**config.mk**
```make
export PLATFORM = sky130hd
export DESIGN_NAME = halley_root_step_f32_top
export DESIGN_NICKNAME = d
export VERILOG_FILES = /design/src/hw/rtl/hrs_pkg.sv /design/src/hw/rtl/hrs_fpu.sv /design/src/hw/rtl/hrs_dp.sv /design/src/hw/rtl/hrs_ctrl.sv /design/src/hw/rtl/halley_root_step_f32_top.sv
export SDC_FILE = /design/constraint.sdc
export NUM_CORES = 2
export LEC_CHECK = 0
export ABC_AREA = 1
export BUFFER_PORTS_ARGS = -buffer_cell sky130_fd_sc_hd__clkbuf_2
export CAP_MARGIN = 30
export CELL_PAD_IN_SITES_DETAIL_PLACEMENT = 0
export CELL_PAD_IN_SITES_GLOBAL_PLACEMENT = 1
export CORE_MARGIN = 2
export CORE_UTILIZATION = 40
export DETAILED_ROUTE_END_ITERATION = 7
export HOLD_SLACK_MARGIN = 0.03
export PLACE_DENSITY_LB_ADDON = 0.2
export SLEW_MARGIN = 5
export SYNTH_ARGS = -nofsm -noshare
export SYNTH_HDL_FRONTEND = slang
export SYNTH_HIERARCHICAL = 1
export SYNTH_SLANG_ARGS = --single-unit
```
**constraint.sdc**
```tcl
create_clock -name clk -period 9.57 [get_ports clk]
set_clock_uncertainty 0.05 [all_clocks]
set_input_delay 1.914 -clock clk [delete_from_list [all_inputs] [get_ports clk]]
set_output_delay 1.914 -clock clk [all_outputs]
set_load 0.05 [all_outputs]
```
**src/hw/rtl/hrs_pkg.sv**
```systemverilog
`default_nettype none
// ----------------------------------------------------------------------------
// hrs_pkg: shared types, constants and float helpers
// single-precision unpack, rounding and compare used by the halley step block
// ----------------------------------------------------------------------------
package hrs_pkg;

    localparam int unsigned CFG_IDX_W = 8;
    localparam logic [CFG_IDX_W-1:0] CFG_MAX_ITER = 8'd0;
    localparam logic [CFG_IDX_W-1:0] CFG_TOL = 8'd1;

    localparam logic [15:0] MAX_ITER_RST = 16'd100;
    localparam logic [31:0] TOL_RST = 32'h3400_0000;
    localparam logic [31:0] QNAN = 32'h7FC0_0000;
    localparam logic [31:0] FP_TWO = 32'h4000_0000;
    localparam logic [16:0] COUNT_MAX = 17'h1FFFF;
    localparam logic [4:0] DIV_LAST = 5'd26;

    typedef enum logic [1:0] {FOP_MUL, FOP_SUB, FOP_DIV} fpu_op_t;
    typedef enum logic [2:0] {A_SLOPE, A_VAL, A_TMP, A_T2, A_X} asel_t;
    typedef enum logic [2:0] {B_TWO, B_SLOPE, B_CURV, B_TMP, B_DEN, B_DX} bsel_t;
    typedef enum logic [2:0] {D_TMP, D_T2, D_DEN, D_DX, D_XN} dst_t;
    typedef enum logic [1:0] {K_START, K_IDLE, K_FAIL, K_UPD} kind_t;

    typedef struct packed {
        logic    load_in;
        logic    fpu_start;
        fpu_op_t fpu_op;
        asel_t   a_sel;
        bsel_t   b_sel;
        dst_t    dst;
        logic    out_load;
        kind_t   kind;
    } dp_cmd_t;

    typedef struct packed {
        logic opcode;
        logic searching;
        logic fpu_done;
        logic den_zero;
        logic out_free;
    } dp_stat_t;

    typedef struct packed {
        logic               sign;
        logic               nan;
        logic               inf;
        logic               zero;
        logic signed [11:0] exp;
        logic [23:0]        sig;
    } unp_t;

    typedef struct packed {
        logic               sign;
        logic               nan;
        logic               inf;
        logic               zero;
        logic signed [11:0] exp;
        logic [26:0]        sig;
    } norm_t;

    function automatic logic [4:0] lzc27(input logic [26:0] v);
        logic [4:0] n;
        n = 5'd27;
        for (int i = 0; i < 27; i++)
        begin
            if (v[i])
            begin
                n = 5'(26 - i);
            end
        end
        return n;
    endfunction

    function automatic logic [26:0] shr_sticky(input logic [26:0] v, input logic [11:0] amt);
        logic [26:0] r;
        logic [26:0] m;
        m = '0;
        if (amt >= 12'd27)
        begin
            r = {26'b0, |v};
        end
        else
        begin
            r = v >> amt[4:0];
            m = ~({27{1'b1}} << amt[4:0]);
            r[0] = r[0] | (|(v & m));
        end
        return r;
    endfunction

    function automatic unp_t unpack(input logic [31:0] f);
        unp_t       u;
        logic [4:0] lz;
        u.sign = f[31];
        u.nan = (f[30:23] == 8'hFF) && (f[22:0] != 23'b0);
        u.inf = (f[30:23] == 8'hFF) && (f[22:0] == 23'b0);
        u.zero = (f[30:23] == 8'h00) && (f[22:0] == 23'b0);
        lz = lzc27({1'b0, f[22:0], 3'b0});
        if (f[30:23] == 8'h00)
        begin
            u.sig = 24'({1'b0, f[22:0]} << lz);
            u.exp = 12'sd1 - $signed({7'b0, lz});
        end
        else
        begin
            u.sig = {1'b1, f[22:0]};
            u.exp = $signed({4'b0, f[30:23]});
        end
        return u;
    endfunction

    function automatic logic [31:0] round_pack(input norm_t n);
        logic [26:0] sg;
        logic [7:0]  ef;
        logic [30:0] base;
        logic        inc;
        logic [31:0] r;
        logic [11:0] sh;
        sg = n.sig;
        ef = 8'h00;
        sh = 12'(12'sd1 - n.exp);
        if (n.nan)
        begin
            r = QNAN;
        end
        else if (n.inf || (n.exp >= 12'sd255))
        begin
            r = {n.sign, 8'hFF, 23'b0};
        end
        else if (n.zero)
        begin
            r = {n.sign, 31'b0};
        end
        else
        begin
            if (n.exp <= 12'sd0)
            begin
                sg = shr_sticky(n.sig, sh);
                ef = 8'h00;
            end
            else
            begin
                sg = n.sig;
                ef = n.exp[7:0];
            end
            inc = sg[2] & (sg[3] | sg[1] | sg[0]);
            base = {ef, sg[25:3]};
            r = {n.sign, base + {30'b0, inc}};
        end
        return r;
    endfunction

    function automatic logic is_nan(input logic [31:0] f);
        return (f[30:23] == 8'hFF) && (f[22:0] != 23'b0);
    endfunction

    // magnitude a (sign clear) greater than signed float e
    function automatic logic mag_gt(input logic [31:0] a, input logic [31:0] e);
        logic r;
        if (is_nan(a) || is_nan(e))
        begin
            r = 1'b0;
        end
        else if (e[31])
        begin
            r = !((a[30:0] == 31'b0) && (e[30:0] == 31'b0));
        end
        else
        begin
            r = a[30:0] > e[30:0];
        end
        return r;
    endfunction

endpackage
`default_nettype wire

```
**src/hw/rtl/hrs_fpu.sv**
```systemverilog
`default_nettype none
// ----------------------------------------------------------------------------
// hrs_fpu: shared single-precision unit
// multiply, subtract and radix-2 divide with round to nearest even
// ----------------------------------------------------------------------------
module hrs_fpu
(
    input  wire logic             clk,
    input  wire logic             rst_n,
    input  wire logic             start,
    input  wire hrs_pkg::fpu_op_t op,
    input  wire logic [31:0]      a,
    input  wire logic [31:0]      b,
    output logic                  done,
    output logic [31:0]           result
);
    import hrs_pkg::*;

    typedef enum logic [2:0] {F_IDLE, F_PREP, F_MUL, F_NORM, F_DIV, F_RND} fstate_t;

    fstate_t     state_reg, state_next;
    logic        done_reg, done_next;
    fpu_op_t     op_reg, op_next;
    unp_t        ua_reg, ua_next, ub_reg, ub_next;
    logic [47:0] prod_reg, prod_next;
    logic [27:0] sum_reg, sum_next;
    logic [24:0] rem_reg, rem_next;
    logic [23:0] dvs_reg, dvs_next;
    logic [25:0] quo_reg, quo_next;
    logic [4:0]  cnt_reg, cnt_next;
    logic        zsign_reg, zsign_next;
    norm_t       norm_reg, norm_next;
    logic [31:0] result_reg, result_next;

    unp_t        ul, us;
    logic        swap, lt, ge;
    logic [11:0] dsh;
    logic [26:0] sl, ss;
    logic [24:0] diff;
    logic [4:0]  lz;

    always_comb
    begin
        state_next = state_reg;
        done_next = 1'b0;
        op_next = op_reg;
        ua_next = ua_reg;
        ub_next = ub_reg;
        prod_next = prod_reg;
        sum_next = sum_reg;
        rem_next = rem_reg;
        dvs_next = dvs_reg;
        quo_next = quo_reg;
        cnt_next = cnt_reg;
        zsign_next = zsign_reg;
        norm_next = norm_reg;
        result_next = result_reg;
        swap = (ub_reg.exp > ua_reg.exp)
            || ((ub_reg.exp == ua_reg.exp) && (ub_reg.sig > ua_reg.sig));
        ul = swap ? ub_reg : ua_reg;
        us = swap ? ua_reg : ub_reg;
        dsh = 12'(ul.exp - us.exp);
        sl = {ul.sig, 3'b0};
        ss = shr_sticky({us.sig, 3'b0}, dsh);
        lt = ua_reg.sig < ub_reg.sig;
        ge = rem_reg >= {1'b0, dvs_reg};
        diff = ge ? (rem_reg - {1'b0, dvs_reg}) : rem_reg;
        lz = lzc27(sum_reg[26:0]);

        case (state_reg)
            F_IDLE:
            begin
                if (start)
                begin
                    op_next = op;
                    ua_next = unpack(a);
                    ub_next = unpack(b);
                    if (op == FOP_SUB)
                    begin
                        ub_next.sign = ~b[31];
                    end
                    state_next = F_PREP;
                end
            end
            F_PREP:
            begin
                norm_next.sign = ua_reg.sign ^ ub_reg.sign;
                norm_next.sig = '0;
                case (op_reg)
                    FOP_MUL:
                    begin
                        prod_next = 48'(ua_reg.sig * ub_reg.sig);
                        norm_next.nan = ua_reg.nan || ub_reg.nan
                            || (ua_reg.inf && ub_reg.zero) || (ua_reg.zero && ub_reg.inf);
                        norm_next.inf = ua_reg.inf || ub_reg.inf;
                        norm_next.zero = ua_reg.zero || ub_reg.zero;
                        norm_next.exp = ua_reg.exp + ub_reg.exp - 12'sd127;
                        state_next = F_MUL;
                    end
                    FOP_SUB:
                    begin
                        if (ul.sign != us.sign)
                        begin
                            sum_next = {1'b0, sl} - {1'b0, ss};
                        end
                        else
                        begin
                            sum_next = {1'b0, sl} + {1'b0, ss};
                        end
                        norm_next.nan = ua_reg.nan || ub_reg.nan
                            || (ua_reg.inf && ub_reg.inf && (ua_reg.sign != ub_reg.sign));
                        norm_next.inf = ua_reg.inf || ub_reg.inf;
                        norm_next.zero = 1'b0;
                        norm_next.sign = ua_reg.inf ? ua_reg.sign
                            : (ub_reg.inf ? ub_reg.sign : ul.sign);
                        norm_next.exp = ul.exp;
                        zsign_next = ua_reg.zero && ub_reg.zero && ua_reg.sign && ub_reg.sign;
                        state_next = F_NORM;
                    end
                    FOP_DIV:
                    begin
                        dvs_next = ub_reg.sig;
                        rem_next = lt ? {ua_reg.sig, 1'b0} : {1'b0, ua_reg.sig};
                        quo_next = '0;
                        cnt_next = '0;
                        norm_next.nan = ua_reg.nan || ub_reg.nan
                            || (ua_reg.inf && ub_reg.inf) || (ua_reg.zero && ub_reg.zero);
                        norm_next.inf = ua_reg.inf || ub_reg.zero;
                        norm_next.zero = ua_reg.zero || ub_reg.inf;
                        norm_next.exp = ua_reg.exp - ub_reg.exp + 12'sd127
                            - (lt ? 12'sd1 : 12'sd0);
                        state_next = F_DIV;
                    end
                    default:
                    begin
                        state_next = F_IDLE;
                    end
                endcase
            end
            F_MUL:
            begin
                if (prod_reg[47])
                begin
                    norm_next.sig = prod_reg[47:21] | {26'b0, |prod_reg[20:0]};
                    norm_next.exp = norm_reg.exp + 12'sd1;
                end
                else
                begin
                    norm_next.sig = prod_reg[46:20] | {26'b0, |prod_reg[19:0]};
                end
                state_next = F_RND;
            end
            F_NORM:
            begin
                if (sum_reg[27])
                begin
                    norm_next.sig = sum_reg[27:1] | {26'b0, sum_reg[0]};
                    norm_next.exp = norm_reg.exp + 12'sd1;
                end
                else
                begin
                    norm_next.sig = sum_reg[26:0] << lz;
                    norm_next.exp = norm_reg.exp - $signed({7'b0, lz});
                end
                if (sum_reg == 28'b0)
                begin
                    norm_next.zero = 1'b1;
                    norm_next.sign = zsign_reg;
                end
                state_next = F_RND;
            end
            F_DIV:
            begin
                rem_next = {diff[23:0], 1'b0};
                quo_next = {quo_reg[24:0], ge};
                cnt_next = cnt_reg + 5'd1;
                if (cnt_reg == DIV_LAST)
                begin
                    norm_next.sig = {quo_reg, ge} | {26'b0, diff != 25'b0};
                    state_next = F_RND;
                end
            end
            F_RND:
            begin
                result_next = round_pack(norm_reg);
                done_next = 1'b1;
                state_next = F_IDLE;
            end
            default:
            begin
                state_next = F_IDLE;
            end
        endcase
    end

    always_ff @(posedge clk or negedge rst_n)
    begin
        if (!rst_n)
        begin
            state_reg <= F_IDLE;
            done_reg <= 1'b0;
        end
        else
        begin
            state_reg <= state_next;
            done_reg <= done_next;
        end
    end

    always_ff @(posedge clk)
    begin
        op_reg <= op_next;
        ua_reg <= ua_next;
        ub_reg <= ub_next;
        prod_reg <= prod_next;
        sum_reg <= sum_next;
        rem_reg <= rem_next;
        dvs_reg <= dvs_next;
        quo_reg <= quo_next;
        cnt_reg <= cnt_next;
        zsign_reg <= zsign_next;
        norm_reg <= norm_next;
        result_reg <= result_next;
    end

    assign done = done_reg;
    assign result = result_reg;

endmodule
`default_nettype wire

```
**src/hw/rtl/hrs_dp.sv**
```systemverilog
`default_nettype none
// ----------------------------------------------------------------------------
// hrs_dp: datapath of the halley step block
// operand and search state registers, config registers, output register
// ----------------------------------------------------------------------------
module hrs_dp
(
    input  wire logic                              clk,
    input  wire logic                              rst_n,
    input  wire logic [127:0]                      s_tdata,
    input  wire logic                              s_tuser,
    input  wire logic                              cfg_valid,
    input  wire logic [hrs_pkg::CFG_IDX_W-1:0]     cfg_index,
    input  wire logic [31:0]                       cfg_data,
    output logic                                   m_tvalid,
    input  wire logic                              m_tready,
    output logic [55:0]                            m_tdata,
    output logic                                   m_tlast,
    output logic                                   m_tuser,
    input  wire hrs_pkg::dp_cmd_t                  cmd,
    output hrs_pkg::dp_stat_t                      stat
);
    import hrs_pkg::*;

    logic [15:0] max_iter_reg;
    logic [31:0] tol_reg;
    logic        op_reg;
    logic [31:0] start_reg, val_reg, slope_reg, curv_reg;
    logic [31:0] tmp_reg, t2_reg, den_reg, dx_reg, xn_reg;
    logic [31:0] x_reg, x_next;
    logic [16:0] count_reg, count_next;
    logic        searching_reg, searching_next;
    logic        mvalid_reg, mvalid_next;
    logic [31:0] pt_out_reg, pt_out_next;
    logic [16:0] it_out_reg, it_out_next;
    logic        done_out_reg, done_out_next, fail_out_reg, fail_out_next;

    logic        fpu_done;
    logic [31:0] fpu_res, fa, fb, xc;
    logic [16:0] cnt_inc;
    logic        stop;

    hrs_fpu u_fpu
    (
        .clk    (clk),
        .rst_n  (rst_n),
        .start  (cmd.fpu_start),
        .op     (cmd.fpu_op),
        .a      (fa),
        .b      (fb),
        .done   (fpu_done),
        .result (fpu_res)
    );

    always_comb
    begin
        case (cmd.a_sel)
            A_SLOPE: fa = slope_reg;
            A_VAL:   fa = val_reg;
            A_TMP:   fa = tmp_reg;
            A_T2:    fa = t2_reg;
            A_X:     fa = x_reg;
            default: fa = x_reg;
        endcase
        case (cmd.b_sel)
            B_TWO:   fb = FP_TWO;
            B_SLOPE: fb = slope_reg;
            B_CURV:  fb = curv_reg;
            B_TMP:   fb = tmp_reg;
            B_DEN:   fb = den_reg;
            B_DX:    fb = dx_reg;
            default: fb = dx_reg;
        endcase
    end

    always_comb
    begin
        xc = is_nan(xn_reg) ? QNAN : xn_reg;
        cnt_inc = (count_reg == COUNT_MAX) ? count_reg : (count_reg + 17'd1);
        stop = !mag_gt({1'b0, dx_reg[30:0]}, tol_reg)
            || ((cnt_inc >= 17'd2) && (cnt_inc > {1'b0, max_iter_reg}));

        x_next = x_reg;
        count_next = count_reg;
        searching_next = searching_reg;
        pt_out_next = pt_out_reg;
        it_out_next = it_out_reg;
        done_out_next = done_out_reg;
        fail_out_next = fail_out_reg;
        mvalid_next = m_tready ? 1'b0 : mvalid_reg;

        if (cmd.out_load)
        begin
            mvalid_next = 1'b1;
            case (cmd.kind)
                K_START:
                begin
                    x_next = start_reg;
                    count_next = '0;
                    searching_next = 1'b1;
                    pt_out_next = start_reg;
                    done_out_next = 1'b0;
                    fail_out_next = 1'b0;
                    it_out_next = '0;
                end
                K_IDLE:
                begin
                    pt_out_next = x_reg;
                    done_out_next = 1'b1;
                    fail_out_next = 1'b0;
                    it_out_next = count_reg;
                end
                K_FAIL:
                begin
                    x_next = QNAN;
                    searching_next = 1'b0;
                    pt_out_next = QNAN;
                    done_out_next = 1'b1;
                    fail_out_next = 1'b1;
                    it_out_next = count_reg;
                end
                K_UPD:
                begin
                    x_next = xc;
                    count_next = cnt_inc;
                    searching_next = !stop;
                    pt_out_next = xc;
                    done_out_next = stop;
                    fail_out_next = 1'b0;
                    it_out_next = cnt_inc;
                end
                default:
                begin
                    mvalid_next = mvalid_reg;
                end
            endcase
        end
    end

    always_ff @(posedge clk or negedge rst_n)
    begin
        if (!rst_n)
        begin
            max_iter_reg <= MAX_ITER_RST;
            tol_reg <= TOL_RST;
            x_reg <= '0;
            count_reg <= '0;
            searching_reg <= 1'b0;
            mvalid_reg <= 1'b0;
        end
        else
        begin
            if (cfg_valid && (cfg_index == CFG_MAX_ITER))
            begin
                max_iter_reg <= cfg_data[15:0];
            end
            if (cfg_valid && (cfg_index == CFG_TOL))
            begin
                tol_reg <= cfg_data;
            end
            x_reg <= x_next;
            count_reg <= count_next;
            searching_reg <= searching_next;
            mvalid_reg <= mvalid_next;
        end
    end

    always_ff @(posedge clk)
    begin
        if (cmd.load_in)
        begin
            op_reg <= s_tuser;
            start_reg <= s_tdata[31:0];
            val_reg <= s_tdata[63:32];
            slope_reg <= s_tdata[95:64];
            curv_reg <= s_tdata[127:96];
        end
        if (fpu_done)
        begin
            case (cmd.dst)
                D_TMP:   tmp_reg <= fpu_res;
                D_T2:    t2_reg <= fpu_res;
                D_DEN:   den_reg <= fpu_res;
                D_DX:    dx_reg <= fpu_res;
                D_XN:    xn_reg <= fpu_res;
                default: xn_reg <= fpu_res;
            endcase
        end
        pt_out_reg <= pt_out_next;
        it_out_reg <= it_out_next;
        done_out_reg <= done_out_next;
        fail_out_reg <= fail_out_next;
    end

    assign stat.opcode = op_reg;
    assign stat.searching = searching_reg;
    assign stat.fpu_done = fpu_done;
    assign stat.den_zero = fpu_res[30:0] == 31'b0;
    assign stat.out_free = !mvalid_reg || m_tready;

    assign m_tvalid = mvalid_reg;
    assign m_tdata = {7'b0, it_out_reg, pt_out_reg};
    assign m_tlast = done_out_reg;
    assign m_tuser = fail_out_reg;

endmodule
`default_nettype wire

```
**src/hw/rtl/hrs_ctrl.sv**
```systemverilog
`default_nettype none
// ----------------------------------------------------------------------------
// hrs_ctrl: sequencer of the halley step block
// walks the multiply, subtract and divide steps of one update
// ----------------------------------------------------------------------------
module hrs_ctrl
(
    input  wire logic              clk,
    input  wire logic              rst_n,
    input  wire logic              s_tvalid,
    output logic                   s_tready,
    input  wire hrs_pkg::dp_stat_t stat,
    output hrs_pkg::dp_cmd_t       cmd
);
    import hrs_pkg::*;

    typedef enum logic [2:0] {C_IDLE, C_DECIDE, C_ISSUE, C_WAIT, C_OUT} cstate_t;
    typedef enum logic [2:0] {ST_T1, ST_T2, ST_T3, ST_DEN, ST_N1, ST_NUM, ST_DIV, ST_X} step_t;

    cstate_t state_reg, state_next;
    step_t   step_reg, step_next;
    kind_t   kind_reg, kind_next;

    always_comb
    begin
        cmd.load_in = (state_reg == C_IDLE) && s_tvalid;
        cmd.fpu_start = state_reg == C_ISSUE;
        cmd.out_load = (state_reg == C_OUT) && stat.out_free;
        cmd.kind = kind_reg;
        case (step_reg)
            ST_T1:
            begin
                cmd.fpu_op = FOP_MUL; cmd.a_sel = A_SLOPE; cmd.b_sel = B_TWO; cmd.dst = D_TMP;
            end
            ST_T2:
            begin
                cmd.fpu_op = FOP_MUL; cmd.a_sel = A_TMP; cmd.b_sel = B_SLOPE; cmd.dst = D_T2;
            end
            ST_T3:
            begin
                cmd.fpu_op = FOP_MUL; cmd.a_sel = A_VAL; cmd.b_sel = B_CURV; cmd.dst = D_TMP;
            end
            ST_DEN:
            begin
                cmd.fpu_op = FOP_SUB; cmd.a_sel = A_T2; cmd.b_sel = B_TMP; cmd.dst = D_DEN;
            end
            ST_N1:
            begin
                cmd.fpu_op = FOP_MUL; cmd.a_sel = A_VAL; cmd.b_sel = B_TWO; cmd.dst = D_TMP;
            end
            ST_NUM:
            begin
                cmd.fpu_op = FOP_MUL; cmd.a_sel = A_TMP; cmd.b_sel = B_SLOPE; cmd.dst = D_TMP;
            end
            ST_DIV:
            begin
                cmd.fpu_op = FOP_DIV; cmd.a_sel = A_TMP; cmd.b_sel = B_DEN; cmd.dst = D_DX;
            end
            ST_X:
            begin
                cmd.fpu_op = FOP_SUB; cmd.a_sel = A_X; cmd.b_sel = B_DX; cmd.dst = D_XN;
            end
            default:
            begin
                cmd.fpu_op = FOP_SUB; cmd.a_sel = A_X; cmd.b_sel = B_DX; cmd.dst = D_XN;
            end
        endcase
    end

    always_comb
    begin
        state_next = state_reg;
        step_next = step_reg;
        kind_next = kind_reg;
        case (state_reg)
            C_IDLE:
            begin
                if (s_tvalid)
                begin
                    state_next = C_DECIDE;
                end
            end
            C_DECIDE:
            begin
                if (!stat.opcode)
                begin
                    kind_next = K_START;
                    state_next = C_OUT;
                end
                else if (!stat.searching)
                begin
                    kind_next = K_IDLE;
                    state_next = C_OUT;
                end
                else
                begin
                    step_next = ST_T1;
                    state_next = C_ISSUE;
                end
            end
            C_ISSUE:
            begin
                state_next = C_WAIT;
            end
            C_WAIT:
            begin
                if (stat.fpu_done)
                begin
                    if ((step_reg == ST_DEN) && stat.den_zero)
                    begin
                        kind_next = K_FAIL;
                        state_next = C_OUT;
                    end
                    else if (step_reg == ST_X)
                    begin
                        kind_next = K_UPD;
                        state_next = C_OUT;
                    end
                    else
                    begin
                        step_next = step_t'(step_reg + 3'd1);
                        state_next = C_ISSUE;
                    end
                end
            end
            C_OUT:
            begin
                if (stat.out_free)
                begin
                    state_next = C_IDLE;
                end
            end
            default:
            begin
                state_next = C_IDLE;
            end
        endcase
    end

    always_ff @(posedge clk or negedge rst_n)
    begin
        if (!rst_n)
        begin
            state_reg <= C_IDLE;
            step_reg <= ST_T1;
            kind_reg <= K_IDLE;
        end
        else
        begin
            state_reg <= state_next;
            step_reg <= step_next;
            kind_reg <= kind_next;
        end
    end

    assign s_tready = state_reg == C_IDLE;

endmodule
`default_nettype wire

```
**src/hw/rtl/halley_root_step_f32_top.sv**
```systemverilog
`default_nettype none
// ----------------------------------------------------------------------------
// halley_root_step_f32_top: single-precision halley iteration step
// start items load a guess, evaluation items apply one halley update
// ----------------------------------------------------------------------------
// start items and evaluations while idle: the result goes to the output register once it is free
// update items: one shared fpu runs five multiplies, two subtracts and a radix-2 divide
// in turn; one item at a time
// the next item is taken while a result waits in the output register
// reset (async, active low): idle, point and count zero, config at defaults
module halley_root_step_f32_top
(
    input  wire logic                          clk,
    input  wire logic                          rst_n,
    input  wire logic                          s_tvalid,
    output logic                               s_tready,
    input  wire logic [127:0]                  s_tdata,  // start_point, value, slope, curvature
    input  wire logic                          s_tuser,  // opcode
    output logic                               m_tvalid,
    input  wire logic                          m_tready,
    output logic [55:0]                        m_tdata,  // point, iterations, zero fill
    output logic                               m_tlast,
    output logic                               m_tuser,  // failed
    input  wire logic                          cfg_valid,
    output logic                               cfg_ready,
    input  wire logic [hrs_pkg::CFG_IDX_W-1:0] cfg_index,
    input  wire logic [31:0]                   cfg_data
);
    import hrs_pkg::*;

    dp_cmd_t  cmd;
    dp_stat_t stat;

    hrs_ctrl u_ctrl
    (
        .clk      (clk),
        .rst_n    (rst_n),
        .s_tvalid (s_tvalid),
        .s_tready (s_tready),
        .stat     (stat),
        .cmd      (cmd)
    );

    hrs_dp u_dp
    (
        .clk       (clk),
        .rst_n     (rst_n),
        .s_tdata   (s_tdata),
        .s_tuser   (s_tuser),
        .cfg_valid (cfg_valid),
        .cfg_index (cfg_index),
        .cfg_data  (cfg_data),
        .m_tvalid  (m_tvalid),
        .m_tready  (m_tready),
        .m_tdata   (m_tdata),
        .m_tlast   (m_tlast),
        .m_tuser   (m_tuser),
        .cmd       (cmd),
        .stat      (stat)
    );

    assign cfg_ready = 1'b1;

endmodule
`default_nettype wire
```
After elaboration in Yosys (flattened, before gate mapping)
Memory sizes are Yosys's and may differ from the RTL's.
Cells that the tools add are included.
Operators by class
  shift operators: 7
  bitwise logic cells: 16
  multipliers: 1
  mux-type cells: 160
  add/subtract/negate cells: 18
  reductions and logical operators: 107
  order comparisons: 11
  equal/unequal tests: 53
Operator list (number)
  $mux 5: 75
  $pmux 32 s4: 2
  $mux 26: 7
  $pmux 32 s5: 1
  $reduce_bool 23->1: 5
  $or 27x1->27: 4
  $pmux 27 s4: 1
  $mux 32: 3
  $pmux 32 s3: 1
  $logic_not 31->1: 3
  $mux 27: 3
  $reduce_or 27->1: 3
  $mux 40: 2
  $mux 25: 3
  $and 27x27->27: 2
  $not 27->27: 2
  $shl 27x5->27 const A: 2
  $pmux 26 s2: 1
  $pmux 17 s3: 1
  $pmux 25 s2: 1
  $mul 24x24->48: 1
  $shl 23x5->24: 2
  $logic_not 23->1: 2
  $pmux 15 s3: 1
  other kinds (92): 245
Storage, ports and cells
  logic and storage cells: 432
  bits of input ports: 174
  output and inout bits: 61
  memories kept: 1
  memory bits (read-only): 88
  flip-flop bits (word level): 759
Memory list
  (no name shown): words 8, width 11, read ports 1, clocked after Yosys merged registers in 0, wr ports 0, RTL line hrs_ctrl.sv:30  | case (step_reg)

Logic depth before layout (Yosys ltp)
  word-level depth: 30
  depth in mapped cells: 57
  depth with buffers taken out: 55

Modules after synthesis
The synthesis kept the hierarchy.
By module, submodules not included
  hrs_fpu: times used 1, cells each 6675, area each 47997.3 um^2, sequential area each 9349.0 um^2
  hrs_dp: times used 1, cells each 1757, area each 19333.5 um^2, sequential area each 12694.7 um^2
  hrs_ctrl: times used 1, cells each 110, area each 729.4 um^2, sequential area each 201.4 um^2
  halley_root_step_f32_top: times used 1, cells each 2, area each 11.3 um^2, sequential area each 0.0 um^2

Worst setup path before layout
No wires, ideal clock.
  path type: input-to-reg
  from: input port s_tvalid
  to: register u_dp.curv_reg[0] (enable)
  path buffers: 0
  data required time: 8.745 ns
  library setup time: 0.775 ns
  stages on the path: 2
  setup slack: -1.872 ns
  arrival: 10.616 ns
  cells stage by stage: inv_1 nor3_1
RTL lines
  from (decl): RTL line halley_root_step_f32_top.sv:15  | input wire logic s_tvalid,
  to (signal assigned): RTL line hrs_dp.sv:176  | curv_reg <= s_tdata[127:96];
  to (decl): RTL line hrs_dp.sv:28  | logic [31:0] start_reg, val_reg, slope_reg, curv_reg;

Worst setup path in the final report
  from: register u_dp/u_fpu/ua_reg[5] in the netlist's numbering
  to: register u_dp.u_fpu.prod_reg[42], data pin
On the way
  cells in the longest elaborated chain, start to end: 1
Ends and longest elaborated chain
  from (decl): RTL line hrs_fpu.sv:24  | unp_t ua_reg, ua_next, ub_reg, ub_next;
  from (signal assigned): RTL line hrs_fpu.sv:213  | ua_reg <= ua_next;
  $mul 24x24->48: RTL line hrs_fpu.sv:92  | prod_next = 48'(ua_reg.sig * ub_reg.sig);
  to (signal assigned): RTL line hrs_fpu.sv:215  | prod_reg <= prod_next;
  to (decl): RTL line hrs_fpu.sv:25  | logic [47:0] prod_reg, prod_next;
No other way between the ends.
A chain may end at the register's enable or synchronous reset.

==> results.json <==
{
  "outcome": "finished clean",
  "hold_buffers": 0,
  "viasPerCell": 5.37,
  "synth_cells": 8544,
  "clk_root_buffer_cell": "clkbuf_16",
  "drt_iter0_drc": 5602,
  "setup_viol": 0,
  "tightest_slew_ps": 1040,
  "die-area_sq_um": 173000,
  "yosysWarnings": 6,
  "layout.cells.non_filler": 10900,
  "dr.pass1.iters": 6,
  "required_ps": 9970,
  "slew_viol_final": 0,
  "io_pins": 235,
  "ys_ff_latch": 759,
  "reg2reg_slack_ps": 1320,
  "synth_edf_count": 648,
  "slowest_delay_ps": 970,
  "slew_headroom": 0.309,
  "fin_area_sq_um": 74600,
  "cp-start-kind": "register",
  "core_sq_um": 169000,
  "final_nets": 9669,
  "synthTopCellsByCount": "nand2_1 (2247), inv_1 (1507), edfxtp_1 (648)",
  "yosys.area.top_type": "edfxtp_1",
  "async_reset_ff_frac": 0.146,
  "wl_mm": 241,
  "path_max_fanout": 16,
  "drc_errors": 0,
  "cts_tree": "yes",
  "grt_overflow": 0,
  "rows": 151,
  "holdPathStages": 2,
  "path_common_cell": "fa_1",
  "critical_path_buf_inv_count": 4,
  "min_path_type": "register to register",
  "grt_pass1_vias": 58200,
  "cts_inserted_buffers": 87,
  "cts_resized": 0,
  "synth_most_common_cell": "nand2_1",
  "layout_min_cycle_time_ps": 8250,
  "seq_area_frac_synth": 0.327,
  "maxCapViolations": 0,
  "vias": 58500,
  "htreeDepth": 3,
  "numClockSinks": 759,
  "synth_top_area_share": 0.286,
  "die_y_microns": 417,
  "die_w_microns": 417,
  "synth_cell_types": 70,
  "clkSlewWorstSetupHoldPaths_ps": 60,
  "critPathArrivalTime_ps": 8640,
  "nFillCells": 17000,
  "worstSetupEndpointType": "register",
  "antenna_found_initial": 1,
  "finalHoldViolCount": 0,
  "placedInstanceArea_sq_um": 71500,
  "r2r-start": "u_dp/u_fpu/ua_reg[5]$_DFFE_PP_",
  "crit_slowest_cell": "edfxtp_1",
  "gp_congestion": 0.949,
  "rsz0062_at_grt": "no",
  "min_from": "u_dp/tol_reg[5]$_DFFE_PN0P_",
  "synth_ff_type": "edfxtp_1",
  "syn_avg_cell_area_sq_um": 7.97,
  "register_area_sq_um": 22200,
  "grt_usage": 0.276,
  "syn_area_sq_um": 68100,
  "clk_latency_ps": 730,
  "postRouteAntennaNets": 0,
  "crit_start": "u_dp/u_fpu/ua_reg[5]$_DFFE_PP_",
  "synthTopCellsByArea": "edfxtp_1 (29%), fa_1 (14%), nand2_1 (12%)",
  "fmax_mhz": 121,
  "drive_above_1_share": 0.0745,
  "clk_path_buf_depth": 3,
  "worstHoldEndpoint": "u_dp/tol_reg[5]$_DFFE_PN0P_",
  "r2r_cells": 26,
  "portBuffers": 226,
  "grt_max_degree": 69,
  "setup_tns_ps": 0,
  "grt_pass1_wl_mm": 364,
  "dp_hpwl_mm": 187,
  "post_drt_wl_per_cell_microns": 22.2,
  "area.growth.synth_to_final_pct": 9.66,
  "dp_cells": 10700,
  "largest_reg_flops": 48,
  "period_share": 0.862,
  "initial_utilization": 0.402,
  "cts_setup_buffers": 0,
  "critPathTopFamily": "adder cells",
  "crit_type": "register to register",
  "multi_input_area_sq_um": 38600,
  "timing.rr.end": "u_dp/u_fpu/prod_reg[42]$_DFFE_PP_"
}
==> per-layer routing <==
| metal | part of all wire | global-route usage | vias up |
|---|---|---|---|
| met2 | 0.45 | 0.439 | 2217 |
| li1 | - | - | 27600 |
| met1 | 0.45 | 0.385 | 28400 |
| met5 | 0 | 0 | - |
| met4 | 0.042 | 0.105 | 0 |
| met3 | 0.064 | 0.0322 | 328 |
==> final cells by class <==
cell class | count | share of cell area
sequential | 759 | 0.298
clock inverter | 67 | 0.0117
timing repair buffer | 359 | 0.0292
multi-input combinational | 5852 | 0.517
tap | 2218 | 0.0372
inverter | 1539 | 0.0774
clock buffer | 96 | 0.0298
antenna | 2 | 0.0000670
==> logic make-up (layout without fill, tap and decap cells) <==
logic type                 Yosys count  count (layout)  share of synthesized area
and+or+nand+nor                   3375            3375                      0.205
buffers and inverters             1939            2061                      0.109
AOI/OAI and AO/OA                 1407            1407                      0.118
adders and majority gates          897             897                      0.219
DFF                                759             759                      0.327
xor gates and xnor gates           139             139                     0.0183
muxes                               26              26                    0.00384
other                                2              10                   0.000110
==> metrics by stage <==
step	hold WS, ps	util	worst slack [ps]
after floorplan	371	-	956
after global placement	419	0.422	1320
after CTS	436	0.441	1240
final	434	0.441	1320
after detailed placement	418	0.422	1280
after global routing	459	0.441	777
==> placed cells by master, fill, tap and decap left out, drive strengths merged, types with 9 or more instances in the layout <==
cell and instances:
bufinv 14, clkinv 52, a211oi 21, clkbuf 321, a21oi 425, o21ai 627, nor3 83, clkinvlp 13
and2 17, o21bai 15, nand2 2269, nor2 463, o211ai 57, xnor2 36, o22ai 33, fa 488
a31oi 29, nor4 61, mux2i 25, ha 409, o21a 15, a21o 9, a22oi 53, or2 28
edfxtp 648, nand4 81, o221ai 14, a221oi 44, dfrtp 104, buf 134, o2111ai 33, nand3b 11
inv 1527, o31ai 9, xor2 103, nand3 354
==> how the worst max path moves through the flow <==
stage	slack, ps	to	cells past startpoint
6_report	1320	u_dp/u_fpu/prod_reg[42]$_DFFE_PP_	26
5_1_grt	780	u_dp/u_fpu/prod_reg[42]$_DFFE_PP_	33
4_1_cts	1240	u_dp/u_fpu/prod_reg[42]$_DFFE_PP_	26
3_5_place_dp	1280	u_dp/u_fpu/prod_reg[42]$_DFFE_PP_	26
3_3_place_gp	1320	u_dp/u_fpu/prod_reg[42]$_DFFE_PP_	23
2_1_floorplan	960	u_dp/x_reg[10]$_DFFE_PN0P_	10
==> worst min-delay path: cells and delay by family, from the launching register on <==
kind	cells	cell delay, ps
AND/OR/NAND/NOR	1	50
AO/OA/AOI/OAI	1	60
flip-flops	1	340
Power is not shown: default switching activity piles up to over one toggle a cycle in this logic, so the estimate is an artifact.
